[src/hdl/nmf_pkg.sv]
// Shared types, constants and the rounding helper of the 3x3 neighbour mean filter.
// Depends on nothing; every other file of the block refers to it by scoped names.
`default_nettype none

package nmf_pkg;

    localparam int CHAN_W     = 8;
    localparam int NCHAN      = 4;
    localparam int NFILT      = 3;     // channels that may be filtered
    localparam int SUM_W      = 11;    // eight 8-bit neighbours
    localparam int FW_W       = 13;
    localparam int FH_W       = 15;
    localparam int CC_W       = 3;
    localparam int ROW_W      = 14;
    localparam int CFG_IDX_W  = 2;
    localparam int CFG_DATA_W = 16;

    localparam logic [FH_W-1:0] HEIGHT_LIMIT = FH_W'(16384);

    localparam logic [FW_W-1:0] FRAME_WIDTH_RST   = FW_W'(640);
    localparam logic [FH_W-1:0] FRAME_HEIGHT_RST  = FH_W'(480);
    localparam logic [CC_W-1:0] CHANNEL_COUNT_RST = CC_W'(4);

    localparam logic [CFG_IDX_W-1:0] CFG_FRAME_WIDTH   = 2'd0;
    localparam logic [CFG_IDX_W-1:0] CFG_FRAME_HEIGHT  = 2'd1;
    localparam logic [CFG_IDX_W-1:0] CFG_CHANNEL_COUNT = 2'd2;

    localparam logic OP_PIXEL = 1'b0;
    localparam logic OP_FLUSH = 1'b1;

    typedef logic [CHAN_W-1:0]            chan_t;
    typedef logic [NCHAN-1:0][CHAN_W-1:0] pixel_t;

    // one column of the window: top, middle and bottom pixel
    typedef struct packed {
        pixel_t top;
        pixel_t mid;
        pixel_t bot;
    } col_t;

    // work handed from the sequencer to the window stage
    typedef struct packed {
        logic   emit;        // transaction produces a result
        logic   fend;        // result is the bottom-right pixel
        logic   flush_last;  // final drain: right column replicates the centre
        logic   slot;        // a new column enters the window
        logic   col_zero;    // new column is the first of its row
        logic   up_wr;       // write the upper line
        logic   mid_wr;      // write the middle line
        logic   top_mid;     // top of the new column replicates its middle
        logic   bot_mid;     // bottom of the new column replicates its middle
        logic   load_edge;   // single-row frame: preload window from column zero
        pixel_t pix;
    } cmd_t;

    // sum / 8, round to nearest, ties to even
    function automatic chan_t mean8(input logic [SUM_W-1:0] s);
        chan_t      q;
        logic [2:0] rem;
        logic       up;
        q   = s[SUM_W-1:3];
        rem = s[2:0];
        up  = (rem > 3'd4) || ((rem == 3'd4) && q[0]);
        return q + CHAN_W'(up);
    endfunction

endpackage

`default_nettype wire

[src/hdl/nmf_seq.sv]
// Sequencer: column, row and drain counters; turns each accepted transaction into a window command.
// Depends on nmf_pkg for the command type and register widths.
`default_nettype none

module nmf_seq #(
    parameter int MAX_WIDTH = 4096
) (
    input  wire logic                                        clk,
    input  wire logic                                        rst_n,
    input  wire logic                                        accept,
    input  wire logic                                        opcode,
    input  wire nmf_pkg::pixel_t                             pix,
    input  wire logic [nmf_pkg::FW_W-1:0]                    frame_width,
    input  wire logic [nmf_pkg::FH_W-1:0]                    frame_height,
    output nmf_pkg::cmd_t                                    cmd,
    output logic [((MAX_WIDTH > 1) ? $clog2(MAX_WIDTH) : 1)-1:0] addr
);

    localparam int AW = (MAX_WIDTH > 1) ? $clog2(MAX_WIDTH) : 1;
    localparam int CW = $clog2(MAX_WIDTH + 1);
    localparam int PW = $clog2(MAX_WIDTH + 2);
    localparam int LW = (CW > nmf_pkg::FW_W) ? CW : nmf_pkg::FW_W;
    localparam int RW = nmf_pkg::ROW_W;

    logic [CW-1:0] col_reg, col_next;
    logic [RW-1:0] row_reg, row_next;
    logic [PW-1:0] pend_reg, pend_next;

    logic [LW-1:0] fw_ext;
    logic [LW-1:0] w_lim;
    logic [CW-1:0] w_eff;
    logic [nmf_pkg::FH_W-1:0] h_eff;
    logic          h_one;
    logic          restart;
    logic [CW-1:0] x;
    logic [RW-1:0] r;
    logic [CW:0]   x_inc;
    logic [RW:0]   r_inc;
    logic          row_end;
    logic          frame_done;
    logic [CW-1:0] sel_col;

    // clamp the frame size to what the line buffers can hold
    always_comb
    begin
        fw_ext = LW'(frame_width);
        if (fw_ext < LW'(2))
        begin
            w_lim = LW'(2);
        end
        else if (fw_ext > LW'(MAX_WIDTH))
        begin
            w_lim = LW'(MAX_WIDTH);
        end
        else
        begin
            w_lim = fw_ext;
        end
        w_eff = w_lim[CW-1:0];

        if (frame_height == '0)
        begin
            h_eff = nmf_pkg::FH_W'(1);
        end
        else if (frame_height > nmf_pkg::HEIGHT_LIMIT)
        begin
            h_eff = nmf_pkg::HEIGHT_LIMIT;
        end
        else
        begin
            h_eff = frame_height;
        end
        h_one = (h_eff == nmf_pkg::FH_W'(1));
    end

    // a pixel arriving while a drain is pending starts a new frame
    always_comb
    begin
        restart    = (pend_reg != '0);
        x          = restart ? '0 : col_reg;
        r          = restart ? '0 : row_reg;
        x_inc      = (CW + 1)'(x) + (CW + 1)'(1);
        r_inc      = (RW + 1)'(r) + (RW + 1)'(1);
        row_end    = (x_inc >= (CW + 1)'(w_eff));
        frame_done = row_end && (r_inc >= (RW + 1)'(h_eff));
    end

    always_comb
    begin
        cmd       = '0;
        cmd.pix   = pix;
        col_next  = col_reg;
        row_next  = row_reg;
        pend_next = pend_reg;
        sel_col   = col_reg;

        if (opcode == nmf_pkg::OP_PIXEL)
        begin
            sel_col      = x;
            cmd.mid_wr   = 1'b1;
            cmd.up_wr    = (r != '0);
            cmd.slot     = (r != '0);
            cmd.col_zero = (x == '0);
            cmd.top_mid  = (r == RW'(1));
            cmd.emit     = (r != '0) && ((x != '0) || (r >= RW'(2)));
            pend_next    = '0;
            row_next     = r;
            if (row_end)
            begin
                col_next = '0;
                if (frame_done)
                begin
                    row_next = '0;
                    if (h_one)
                    begin
                        cmd.load_edge = 1'b1;
                        col_next      = CW'(1);
                        pend_next     = PW'(w_eff);
                    end
                    else
                    begin
                        pend_next = PW'(w_eff) + PW'(1);
                    end
                end
                else
                begin
                    row_next = r_inc[RW-1:0];
                end
            end
            else
            begin
                col_next = x_inc[CW-1:0];
            end
        end
        else if (pend_reg == PW'(1))
        begin
            cmd.flush_last = 1'b1;
            cmd.emit       = 1'b1;
            cmd.fend       = 1'b1;
            pend_next      = '0;
            col_next       = '0;
        end
        else if (pend_reg != '0)
        begin
            cmd.slot     = 1'b1;
            cmd.col_zero = (col_reg == '0);
            cmd.emit     = 1'b1;
            cmd.top_mid  = h_one;
            cmd.bot_mid  = 1'b1;
            col_next     = col_reg + CW'(1);
            pend_next    = pend_reg - PW'(1);
        end
    end

    assign addr = sel_col[AW-1:0];

    always_ff @(posedge clk or negedge rst_n)
    begin
        if (!rst_n)
        begin
            col_reg  <= '0;
            row_reg  <= '0;
            pend_reg <= '0;
        end
        else if (accept)
        begin
            col_reg  <= col_next;
            row_reg  <= row_next;
            pend_reg <= pend_next;
        end
    end

    a_pend_bound: assert property (@(posedge clk) disable iff (!rst_n)
        pend_reg <= PW'(MAX_WIDTH + 1))
        else $error("drain count beyond one line plus one");

    a_col_bound: assert property (@(posedge clk) disable iff (!rst_n)
        col_reg <= CW'(MAX_WIDTH))
        else $error("column counter beyond line buffer depth");

    a_drain_row: assert property (@(posedge clk) disable iff (!rst_n)
        (pend_reg != '0) |-> (row_reg == '0))
        else $error("drain pending with row counter not at frame start");

endmodule

`default_nettype wire

[config.mk]
export PLATFORM = sky130hd
export DESIGN_NAME = nmf_seq
export DESIGN_NICKNAME = d
export VERILOG_FILES = /design/src/hdl/nmf_pkg.sv /design/src/hdl/nmf_seq.sv
export SDC_FILE = /design/constraint.sdc
export NUM_CORES = 1
export LEC_CHECK = 0
export BUFFER_PORTS_ARGS = -buffer_cell sky130_fd_sc_hd__clkbuf_2
export CAP_MARGIN = 20
export CORE_MARGIN = 2
export CORE_UTILIZATION = 26
export CTS_CLUSTER_DIAMETER = 80
export DETAILED_ROUTE_END_ITERATION = 10
export SLEW_MARGIN = 20
export SYNTH_ARGS = -nofsm -noshare
export SYNTH_HDL_FRONTEND = slang
export SYNTH_SLANG_ARGS = --single-unit
[constraint.sdc]
create_clock -name clk -period 3.8 [get_ports clk]
set_input_delay 0.19 -clock clk [delete_from_list [all_inputs] [get_ports clk]]
set_output_delay 0.19 -clock clk [all_outputs]
set_load 0.01 [all_outputs]
==> metrics <==
floorplan die width=about 130 µm; post-route ant nets=0; largest family of logic cells by synthesized area=simple AND/OR/NAND/NOR gates; Die Area=18000 µm²; Final #Nets=733; Synth warnings=0; Largest register FFs=14; gp weighted congestion=between 0.9 and 1; leakage=about 2.3 nW; Critical Path Start=pend_reg[9]; initial core utilization=26.5%; Post-Synth XOR/XNOR Area=~6.6%; # rows=47; CP peak stage delay=0.60 ns; outcome=complete, but fails checks; Ant. Diodes=0; WHS=-0.0137 ns; Buf+Inv Stages, Crit Path=2; Worst R2R Start=pend_reg[9]; final setup violation count=0; Total Routing Usage GR=roughly 15%; total nets after synthesis=about 700; synth top area cells=dfrtp_1 23%, ha_1 9.7%, nand2_1 6.4%; Syn Std Cell Area=~4400 µm²; critical-path cell list=or4_4 > nor4_4 > nand2_2 > nor3_4 > nand2b_4 > a21oi_2 > ha_1 > nand2_2 > nor3_4 > nand4_1 > o211ai_1 > buf_4 > o211ai_1 > nor2_1 > buf_2; total number of vias=around 4500; worst path required time=about 3.6 ns; clk_skew=roughly 0.0061 ns; Max clock buf depth=2; first-pass detailed-route iteration total=6; share of cells above drive strength 1=between 20% and 30%; WL final=approximately 14000 µm; vias in the first global route=between 4000 and 5000; die boundary height=134 µm; Post-synth EDFFs=0; largest net degree at the start of global routing=slightly above 40; CTS root buffer=clkbuf_16; Avg Inst Size Synth=roughly 7.3 µm²; Worst-path clk slew=~0.060 ns; wire length per cell=around 16 µm; Max-slew headroom=between 40% and 50%; Most used DFF post-synth=dfrtp_1; Distinct cells, synth=59; share of the synthesized area in the top cell type=about 23%; failing checks=hold timing; number of cells on the critical path=15; Fin. Hold Viols=34; highest clock rate=~270 MHz; critical path class=flip-flop to primary output; CTS buffer count=5; CP Launch Type=flip-flop; Synth Area in Simple Gates=28.2%; cell depth of the worst flop-to-flop path=14; number of max-slew violations in the final report=0; Post-Synthesis Cells=600; register-to-register setup slack=0.17 ns; Post-Synth Adder-Cell Area=roughly a tenth; Vias/cell=around 5.3; r2r endpoint=col_reg[6]; Pwr Density=around 450 nW/µm²; Finished Cell Area=5170 µm²; area grow syn2layout=17.6%; cell family with most CP delay=simple AND/OR/NAND/NOR gates; Synth area leader=dfrtp_1; crit path DAT=3.57 ns; I/O pins=roughly 120; Crit-path slowest cell=or4_4; FF+latch count, synth=40; setup total negative slack=0 ns; Worst-Skew Late Latency=around 0.28 ns; global-route wire length before repair=about 22000 µm; Setup crit end=cmd[32]; most common cell in the synthesized netlist=nand2_1; Final min period=roughly 3.8 ns; maximum vdd ir drop=0.215 mV; Synth Area in Compound Gates=between 20% and 30%; initial antenna violation count=0; H-tree levels=2; 1st-iter DRT viols=between 400 and 500; port bufs=53; fin util=between 30% and 40%; mux share of post-synthesis cell area=0.228%; asr flop ratio synth=100%; CTS tree=yes; slew at the pin closest to its max-slew limit=0.808 ns; CP endpoint kind=primary output; fin crit share=between 90% and 100%; GRT Residual Overflow=0; clock sink count=40; RSZ-0062 raised after global routing=yes; Cell Area, Placed=just under 5000 µm²; max cap viols=0; hpwl dp=roughly 10000 µm; Hold Path Class=input pin to async pin; CP max FO=5; Post-synth top cells=75 x nand2_1, 72 x nor2_1, 40 x dfrtp_1; residual DRC count=0; Core Area=between 15000 and 20000 µm²; sequential-to-total area share from yosys stat=between 20% and 30%
[through the flow]
stage | std cells | worst slack (ns) | total power [mW] | hold WS [ns]
after global placement | 842 | 0.0939 | 1.77 | 0.311
after floorplan | 600 | 0.0522 | 1.39 | -0.106
after detailed placement | 842 | 0.0131 | 1.78 | 0.308
after CTS | 855 | 0.000505 | 2.27 | 0.0000843
after global routing | 856 | -0.211 | 2.48 | 0.0323
final | 856 | 0.0359 | 2.32 | -0.0137
[where the power goes]
group	total, mW	internal (mW)	switching, mW	leakage (nW)
Sequential	0.606	0.510	0.0952	0.544
Combinational	1.27	0.482	0.791	1.64
Clock	0.436	0.259	0.177	0.0766
[final cells by class]
class | instances | area (µm²)
fillers | 1814 | 11400
multi-input cells | 473 | 3090
flip-flops and latches | 40 | 1000
repair buffers | 94 | 581
well taps | 220 | 275
clock buffers | 6 | 139
inverters | 21 | 78.8
clock inverters | 2 | 10.0
[cell usage in the layout (no fill, tap or decap), types with 13 or more instances in the layout]
cell,n
o31ai_1,14
a21oi_1,27
xnor2_1,16
dfrtp_1,40
clkbuf_2,52
nor4_1,13
nand2_1,72
nand3_1,21
nor2_1,65
xor2_1,17
ha_1,32
o21ai_0,35
buf_4,39
inv_1,20
nor2b_1,14
nor3_1,14
[cell families (layout without fill, tap and decap cells)]
family,Yosys count,in the layout
AND/OR/NAND/NOR,259,260
multiplexers,1,1
adder cells (fa/ha/maj),34,34
AO/OA/AOI/OAI,145,145
flip-flops,40,40
XOR/XNOR,33,33
buffers and inverters,88,123
[worst register-to-register path, stage by stage (launching register included)]
cell and delay (ns):
dfrtp_1 0.42, or4_4 0.60, nor2_4 0.14, nand3_4 0.11, buf_6 0.17, nor2_1 0.11, ha_1 0.27, a21o_1 0.17
a211o_1 0.30, a41oi_2 0.22, nor2_2 0.08, buf_4 0.19, nor2_1 0.15, nand2_1 0.19, o31ai_1 0.39
[timing repair]
action                     in CTS  in global routing
gates resized for setup         8                 28
setup buffers                   5                  0
cloned                          0                  1
hold buffers                    0                  0
pin swaps                       8                 20
setup endpoints to repair       2                 37
[per-layer routing]
layer	vias to the layer above	global-route usage, %	share of wire [%]
li1	2185	-	-
met1	2135	21.8	49
met2	178	24.6	45
met3	15	1.81	5.6
met4	0	3.10	1.0
met5	-	0	0
[worst min-delay path by stage]
| stage | start | cells past startpoint | to |
|---|---|---|---|
| global route | rst_n | 2 | col_reg[7] |
| CTS | rst_n | 2 | col_reg[7] |
| finish | rst_n | 2 | col_reg[7] |
| global placement | rst_n | 2 | col_reg[7] |
| detailed placement | rst_n | 2 | col_reg[7] |
| floorplan | rst_n | 0 | col_reg[0] |
No activity file was read; power rests on OpenSTA's default activity.
