<file path="config.mk">
export PLATFORM = sky130hd
export DESIGN_NAME = nmf_window
export DESIGN_NICKNAME = d
export VERILOG_FILES = /design/src/hdl/nmf_pkg.sv /design/src/hdl/nmf_window.sv
export SDC_FILE = /design/constraint.sdc
export NUM_CORES = 1
export LEC_CHECK = 0
export BUFFER_PORTS_ARGS = -buffer_cell sky130_fd_sc_hd__buf_2
export CORE_AREA = 4 4 252 193
export CTS_BUF_LIST = sky130_fd_sc_hd__clkbuf_4 sky130_fd_sc_hd__clkbuf_8
export CTS_CLUSTER_SIZE = 10
export DETAILED_ROUTE_END_ITERATION = 8
export DIE_AREA = 0 0 256 197
export HOLD_SLACK_MARGIN = 0.06
export PLACE_DENSITY = 0.66
export SETUP_SLACK_MARGIN = 0.05
export SLEW_MARGIN = 20
export SYNTH_ARGS = -nofsm -noshare
export SYNTH_HDL_FRONTEND = slang
export SYNTH_SLANG_ARGS = --single-unit
</file>
<file path="constraint.sdc">
create_clock -name clk -period 5.14 [get_ports clk]
set_input_delay 0.771 -clock clk [delete_from_list [all_inputs] [get_ports clk]]
set_output_delay 0.771 -clock clk [all_outputs]
set_load 0.01 [all_outputs]
</file>
<file path="src/hdl/nmf_pkg.sv">
// Shared types, constants and the rounding helper of the 3x3 neighbour mean filter.
// Depends on nothing; every other file of the block refers to it by scoped names.
`default_nettype none

package nmf_pkg;

    localparam int CHAN_W     = 8;
    localparam int NCHAN      = 4;
    localparam int NFILT      = 3;     // channels that may be filtered
    localparam int SUM_W      = 11;    // eight 8-bit neighbours
    localparam int FW_W       = 13;
    localparam int FH_W       = 15;
    localparam int CC_W       = 3;
    localparam int ROW_W      = 14;
    localparam int CFG_IDX_W  = 2;
    localparam int CFG_DATA_W = 16;

    localparam logic [FH_W-1:0] HEIGHT_LIMIT = FH_W'(16384);

    localparam logic [FW_W-1:0] FRAME_WIDTH_RST   = FW_W'(640);
    localparam logic [FH_W-1:0] FRAME_HEIGHT_RST  = FH_W'(480);
    localparam logic [CC_W-1:0] CHANNEL_COUNT_RST = CC_W'(4);

    localparam logic [CFG_IDX_W-1:0] CFG_FRAME_WIDTH   = 2'd0;
    localparam logic [CFG_IDX_W-1:0] CFG_FRAME_HEIGHT  = 2'd1;
    localparam logic [CFG_IDX_W-1:0] CFG_CHANNEL_COUNT = 2'd2;

    localparam logic OP_PIXEL = 1'b0;
    localparam logic OP_FLUSH = 1'b1;

    typedef logic [CHAN_W-1:0]            chan_t;
    typedef logic [NCHAN-1:0][CHAN_W-1:0] pixel_t;

    // one column of the window: top, middle and bottom pixel
    typedef struct packed {
        pixel_t top;
        pixel_t mid;
        pixel_t bot;
    } col_t;

    // work handed from the sequencer to the window stage
    typedef struct packed {
        logic   emit;        // transaction produces a result
        logic   fend;        // result is the bottom-right pixel
        logic   flush_last;  // final drain: right column replicates the centre
        logic   slot;        // a new column enters the window
        logic   col_zero;    // new column is the first of its row
        logic   up_wr;       // write the upper line
        logic   mid_wr;      // write the middle line
        logic   top_mid;     // top of the new column replicates its middle
        logic   bot_mid;     // bottom of the new column replicates its middle
        logic   load_edge;   // single-row frame: preload window from column zero
        pixel_t pix;
    } cmd_t;

    // sum / 8, round to nearest, ties to even
    function automatic chan_t mean8(input logic [SUM_W-1:0] s);
        chan_t      q;
        logic [2:0] rem;
        logic       up;
        q   = s[SUM_W-1:3];
        rem = s[2:0];
        up  = (rem > 3'd4) || ((rem == 3'd4) && q[0]);
        return q + CHAN_W'(up);
    endfunction

endpackage

`default_nettype wire

</file>
<file path="src/hdl/nmf_window.sv">
// Window stage: read-modify-write of the line buffers with forwarding, the two-column window,
// the eight-neighbour mean and the result register. Depends on nmf_pkg.
`default_nettype none

module nmf_window #(
    parameter int MAX_WIDTH = 4096
) (
    input  wire logic                                        clk,
    input  wire logic                                        rst_n,
    input  wire logic                                        accept,
    input  wire nmf_pkg::cmd_t                               cmd,
    input  wire logic [((MAX_WIDTH > 1) ? $clog2(MAX_WIDTH) : 1)-1:0] addr,
    input  wire nmf_pkg::pixel_t                             up_rd,
    input  wire nmf_pkg::pixel_t                             mid_rd,
    input  wire logic [nmf_pkg::CC_W-1:0]                    channel_count,
    input  wire logic                                        res_stall,
    output logic                                             busy,
    output logic                                             up_wr_en,
    output logic                                             mid_wr_en,
    output logic [((MAX_WIDTH > 1) ? $clog2(MAX_WIDTH) : 1)-1:0] wr_addr,
    output nmf_pkg::pixel_t                                  up_wr_data,
    output nmf_pkg::pixel_t                                  mid_wr_data,
    output logic                                             res_valid,
    output nmf_pkg::pixel_t                                  res_pix,
    output logic                                             res_fend
);

    localparam int AW = (MAX_WIDTH > 1) ? $clog2(MAX_WIDTH) : 1;

    logic            s1_valid_reg;
    nmf_pkg::cmd_t   s1_cmd_reg;
    logic [AW-1:0]   s1_addr_reg;
    logic            fwd_up_hit_reg, fwd_mid_hit_reg;
    nmf_pkg::pixel_t fwd_up_data_reg, fwd_mid_data_reg;
    nmf_pkg::pixel_t shadow_reg;
    nmf_pkg::col_t   win_left_reg, win_right_reg;
    logic            res_valid_reg;
    nmf_pkg::pixel_t res_pix_reg;
    logic            res_fend_reg;

    logic            s1_fire;
    nmf_pkg::pixel_t mid_old, top_old, edge_pix;
    nmf_pkg::col_t   col_new, right, edge_col;
    nmf_pkg::pixel_t result;
    logic [nmf_pkg::SUM_W-1:0] sum;

    assign s1_fire = s1_valid_reg && (!s1_cmd_reg.emit || !res_valid_reg || !res_stall);
    assign busy    = s1_valid_reg && !s1_fire;

    // take the line data from the forwarding registers when the previous transaction wrote it
    always_comb
    begin
        mid_old     = fwd_mid_hit_reg ? fwd_mid_data_reg : mid_rd;
        top_old     = fwd_up_hit_reg ? fwd_up_data_reg : up_rd;
        col_new.top = s1_cmd_reg.top_mid ? mid_old : top_old;
        col_new.mid = mid_old;
        col_new.bot = s1_cmd_reg.bot_mid ? mid_old : s1_cmd_reg.pix;
        right       = (s1_cmd_reg.slot && !s1_cmd_reg.col_zero) ? col_new : win_right_reg;
        edge_pix    = (s1_cmd_reg.mid_wr && (s1_addr_reg == '0)) ? s1_cmd_reg.pix : shadow_reg;
        edge_col.top = edge_pix;
        edge_col.mid = edge_pix;
        edge_col.bot = edge_pix;
    end

    always_comb
    begin
        result = win_right_reg.mid;
        sum    = '0;
        for (int k = 0; k < nmf_pkg::NFILT; k++)
        begin
            sum = nmf_pkg::SUM_W'(win_left_reg.top[k]) + nmf_pkg::SUM_W'(win_left_reg.mid[k])
                + nmf_pkg::SUM_W'(win_left_reg.bot[k]) + nmf_pkg::SUM_W'(win_right_reg.top[k])
                + nmf_pkg::SUM_W'(win_right_reg.bot[k]) + nmf_pkg::SUM_W'(right.top[k])
                + nmf_pkg::SUM_W'(right.mid[k]) + nmf_pkg::SUM_W'(right.bot[k]);
            if (channel_count > nmf_pkg::CC_W'(k))
            begin
                result[k] = nmf_pkg::mean8(sum);
            end
        end
    end

    assign up_wr_en    = s1_fire && s1_cmd_reg.up_wr;
    assign mid_wr_en   = s1_fire && s1_cmd_reg.mid_wr;
    assign wr_addr     = s1_addr_reg;
    assign up_wr_data  = mid_old;
    assign mid_wr_data = s1_cmd_reg.pix;

    always_ff @(posedge clk or negedge rst_n)
    begin
        if (!rst_n)
        begin
            s1_valid_reg    <= 1'b0;
            fwd_up_hit_reg  <= 1'b0;
            fwd_mid_hit_reg <= 1'b0;
            win_left_reg    <= '0;
            win_right_reg   <= '0;
            res_valid_reg   <= 1'b0;
        end
        else
        begin
            if (accept)
            begin
                s1_valid_reg    <= 1'b1;
                fwd_up_hit_reg  <= up_wr_en && (s1_addr_reg == addr);
                fwd_mid_hit_reg <= mid_wr_en && (s1_addr_reg == addr);
            end
            else if (s1_fire)
            begin
                s1_valid_reg <= 1'b0;
            end

            // advance the window; a single-row frame end then reloads it from column zero
            if (s1_fire)
            begin
                if (s1_cmd_reg.load_edge)
                begin
                    win_left_reg  <= edge_col;
                    win_right_reg <= edge_col;
                end
                else if (s1_cmd_reg.slot)
                begin
                    win_left_reg  <= s1_cmd_reg.col_zero ? col_new : win_right_reg;
                    win_right_reg <= col_new;
                end
            end

            if (s1_fire && s1_cmd_reg.emit)
            begin
                res_valid_reg <= 1'b1;
            end
            else if (!res_stall)
            begin
                res_valid_reg <= 1'b0;
            end
        end
    end

    always_ff @(posedge clk)
    begin
        if (accept)
        begin
            s1_cmd_reg       <= cmd;
            s1_addr_reg      <= addr;
            fwd_up_data_reg  <= mid_old;
            fwd_mid_data_reg <= s1_cmd_reg.pix;
        end
        if (mid_wr_en && (s1_addr_reg == '0))
        begin
            shadow_reg <= s1_cmd_reg.pix;
        end
        if (s1_fire && s1_cmd_reg.emit)
        begin
            res_pix_reg  <= result;
            res_fend_reg <= s1_cmd_reg.fend;
        end
    end

    assign res_valid = res_valid_reg;
    assign res_pix   = res_pix_reg;
    assign res_fend  = res_fend_reg;

    a_hold: assert property (@(posedge clk) disable iff (!rst_n)
        busy |=> s1_valid_reg)
        else $error("blocked window stage lost its transaction");

    a_emit: assert property (@(posedge clk) disable iff (!rst_n)
        (s1_fire && s1_cmd_reg.emit) |=> res_valid_reg)
        else $error("emitted result missing from result register");

    a_source: assert property (@(posedge clk) disable iff (!rst_n)
        $rose(res_valid_reg) |-> $past(s1_valid_reg))
        else $error("result appeared without a transaction in the window stage");

endmodule

`default_nettype wire
</file>
==> impl_results.rst <==
.. list-table::
   :header-rows: 1

   * - Metric
     - Value
   * - Standard cell core area
     - 45800 µm²
   * - Post-route antenna net violation count
     - 0
   * - CTS H-tree depth
     - 2
   * - Die height
     - between 150 and 200 µm
   * - YS warnings
     - 0
   * - Final period demand of the worst path
     - 5.32 ns
   * - Internal reg-to-reg setup slack
     - -0.18 ns
   * - Number of standard cells after synthesis
     - 1928
   * - Fin. Hold Viols
     - 0
   * - Critical Path Slowest Stage Cell
     - fa_1
   * - Startpoint kind of the worst setup timing path
     - flop
   * - CTS root buffer
     - clkbuf_8
   * - Combined global-route utilization of all metal layers
     - 22.0%
   * - Effective utilization at floorplan
     - 44.9%
   * - Endpoints failing setup
     - 9
   * - Most used cell, CP
     - fa_1
   * - Horizontal die dimension
     - about 260 µm
   * - Layout area overhead
     - 24.7%
   * - Post-route worst hold slack
     - 0.103 ns
   * - Bufs on Longest Clock Path
     - 3
   * - First-pass GRT wire length
     - slightly below 90000 µm
   * - FF-to-FF Start
     - fwd_mid_hit_reg
   * - Portion of the clock cycle consumed by the worst path in the final layout
     - 103%
   * - Quantity of hold-fixing buffers added after cts
     - 0
   * - Synthesized Nets
     - approximately 2200
   * - Placement Rows
     - 68
   * - Synth Cell Area
     - 20500 µm²
   * - Layout cells sized above 1
     - 31.2%
   * - Delay of the slowest cell on the worst path
     - 0.58 ns
   * - Post-synthesis area per instance
     - 10.7 µm²
   * - Pre-Repair DR Iteration Count
     - 5
   * - Via-per-instance ratio
     - 5.30
   * - Detailed-route via count
     - 15499
   * - Number of global-route vias before repair
     - 15914
   * - Worst Reg2Reg Path Length in Cells
     - 18
   * - Distinct cells, synth
     - 63
   * - Diode count
     - 0
   * - Number of nets in the layout
     - 2583
   * - Initial DRC Count
     - 1221
   * - R2r endpoint
     - res_pix[15]
   * - Fraction of synthesis flops using an asynchronous set or reset pin
     - 47.3%
   * - Clk Latency, worst-skew pair
     - about 0.7 ns
   * - Largest cells by area after synthesis
     - edfxtp_1 25%, dfrtp_1 19%, fa_1 14%
   * - Arr. time, crit path
     - 5.82 ns
   * - Post-placement cell count
     - 2794
   * - TritonCTS clock tree
     - yes
   * - Maximum capacitance violations
     - 0
   * - Final Slew Violations
     - 0
   * - Number of input and output port buffers inserted
     - 228
   * - Pin count of the biggest net entering global routing
     - 97
   * - Number of buffers added by the clock tree synthesis step
     - 58
   * - Portion of synthesized cell area occupied by the leading cell type
     - between 20% and 30%
   * - Die Area
     - 50400 µm²
   * - Upper clock frequency limit
     - 188 MHz
   * - Outcome
     - finished with violations
   * - Post-synth top area cell
     - edfxtp_1
   * - Worst Max-Slew Pin Slew
     - 1.01 ns
   * - Largest fanout on the critical path
     - 5
   * - Final design utilization
     - a little under three fifths
   * - Detailed Place HPWL
     - ~38000 µm
   * - Antenna violations before repair
     - 2
   * - Unrepaired setup endpoints after global routing
     - true
   * - # clock sinks
     - 330
   * - Number of inserted filler cells in the final layout
     - 3944
   * - Critical path capture point type
     - flop
   * - Post-Layout Cell Count
     - 2925
   * - Register area share after synthesis
     - 44.4%
   * - Routability cong.
     - ~0.85
   * - Final std cell area, no fill
     - 25600 µm²
   * - Post-synthesis sequential element count
     - between 300 and 400
   * - Post-synth EDFFs
     - 174
   * - Worst setup slack after layout
     - -0.178 ns
   * - Count of boundary I/O pins
     - roughly 240
   * - Top_reg_cell synth
     - edfxtp_1
   * - Violated checks
     - negative setup slack
   * - Cell breakdown of the critical path
     - buf_12 > buf_12 > mux2i_4 > nand2_1 > o21ai_2 > o21ai_2 > fa_1 > fa_1 > fa_1 > fa_1 > ha_2 > fa_2 > and2_4 > o211ai_1 > nor4_2 > nand4_1 > nand3b_1 > a211oi_2
   * - DRC violation count after routing
     - 0
   * - Register clock-pin slew on the reported worst setup and hold paths
     - 0.06 ns
   * - Residual overflow from global routing
     - 0
   * - Headroom to the max-slew limit
     - 32.8%
   * - Setup Skew
     - 0.0318 ns
   * - HP Class
     - in -> async
   * - Wire length reported by the detailed router
     - 56200 µm
   * - Final routed wire length divided by cell count
     - between 15 and 20 µm
   * - Worst Path Class, Setup
     - reg -> reg
   * - Placement-stage cell area
     - 23400 µm²
   * - Data required time at the worst endpoint
     - 5.64 ns
## repair_timing
item / CTS / global route
setup buffers: 13 / 9
resized for setup: 105 / 61
cloned: 2 / 0
pin swaps: 45 / 27
setup endpoints to repair: 15 / 21
## routing by layer
| metal | wire (µm) | GRT usage [%] | up-vias |
|---|---|---|---|
| li1 | - | - | 7270 |
| met1 | 26000 | 31.4 | 7674 |
| met2 | 25300 | 34.2 | 471 |
| met3 | 3760 | 5.01 | 82 |
| met4 | 1130 | 6.23 | 2 |
| met5 | 7 | 0 | - |
## cell type report
type / count / area (µm²) / share of cell area (%)
Multi-Input combinational cell: 1217 / 10700 / 41.6
Sequential cell: 330 / 9130 / 35.7
Timing Repair Buffer: 420 / 2820 / 11.0
Clock buffer: 93 / 1150 / 4.48
Inverter: 254 / 953 / 3.72
Tap cell: 595 / 744 / 2.91
Clock inverter: 16 / 159 / 0.620
## logic make-up (layout without fill, tap and decap cells)
group | Yosys count | after routing | synth area share (%)
compound gates | 466 | 466 | 15.4
mux | 95 | 95 | 4.72
xor+xnor | 36 | 36 | 1.61
buf+inv | 381 | 783 | 7.74
flops | 330 | 330 | 44.4
simple gates | 443 | 443 | 10.2
fa+ha+maj | 177 | 177 | 15.9
## how the worst max path moves through the flow
stage	start	cells after the start	slack, ns	to
finish	fwd_mid_hit_reg	18	-0.18	res_pix[15]
global route	fwd_mid_hit_reg	18	-0.35	res_pix[15]
CTS	fwd_mid_hit_reg	18	-0.09	res_pix[15]
detailed placement	mid_rd[18]	17	-0.39	res_pix[23]
global placement	mid_rd[18]	17	-0.29	res_pix[23]
floorplan	s1_cmd_reg[37]	19	0.05	res_pix[22]
## cell usage in the layout (no fill, tap or decap), types with 29 or more instances in the layout
| cell | instances |
|---|---|
| a2bb2oi_1 | 55 |
| o22a_1 | 90 |
| o21ai_1 | 68 |
| buf_2 | 226 |
| dfrtp_1 | 154 |
| nor2_1 | 135 |
| nand2b_1 | 99 |
| mux2i_1 | 57 |
| a21oi_1 | 72 |
| o21ai_0 | 65 |
| buf_4 | 174 |
| inv_1 | 229 |
| fa_1 | 127 |
| nand2_1 | 140 |
| o21ai_2 | 29 |
| clkbuf_8 | 72 |
| edfxtp_1 | 174 |
## through the flow
stage                     setup TNS, ns  setup WS [ns]
after floorplan                       0         0.0543
after global placement            -2.71         -0.288
after detailed placement          -3.93         -0.385
after CTS                        -0.260        -0.0869
after global routing              -3.72         -0.347
final                            -0.823         -0.178
## Yosys cell counts, drive strengths merged, types with 8 or more instances
cell	instances
inv	254
edfxtp	174
o21ai	163
dfrtp	156
fa	141
nand2	141
nor2	141
nand2b	101
o22a	90
a21oi	83
mux2i	81
clkbuf	67
buf	60
a2bb2oi	55
ha	36
a211oi	32
xnor2	21
xor2	15
mux2	14
nor3	12
nand3	8
o21a	8
## critical path, delay by kind of cell, from the launching register on
kind	cells	cell delay (ns)
DFF	1	0.44
buffers and inverters	2	0.28
adders and majority gates	6	2.69
muxes	1	0.19
AOI/OAI and AO/OA	4	0.55
and+or+nand+nor	5	0.98
Power is left out: the tool's default activity adds up to more than one toggle a clock period on the data nets, which glitch-free logic cannot reach.
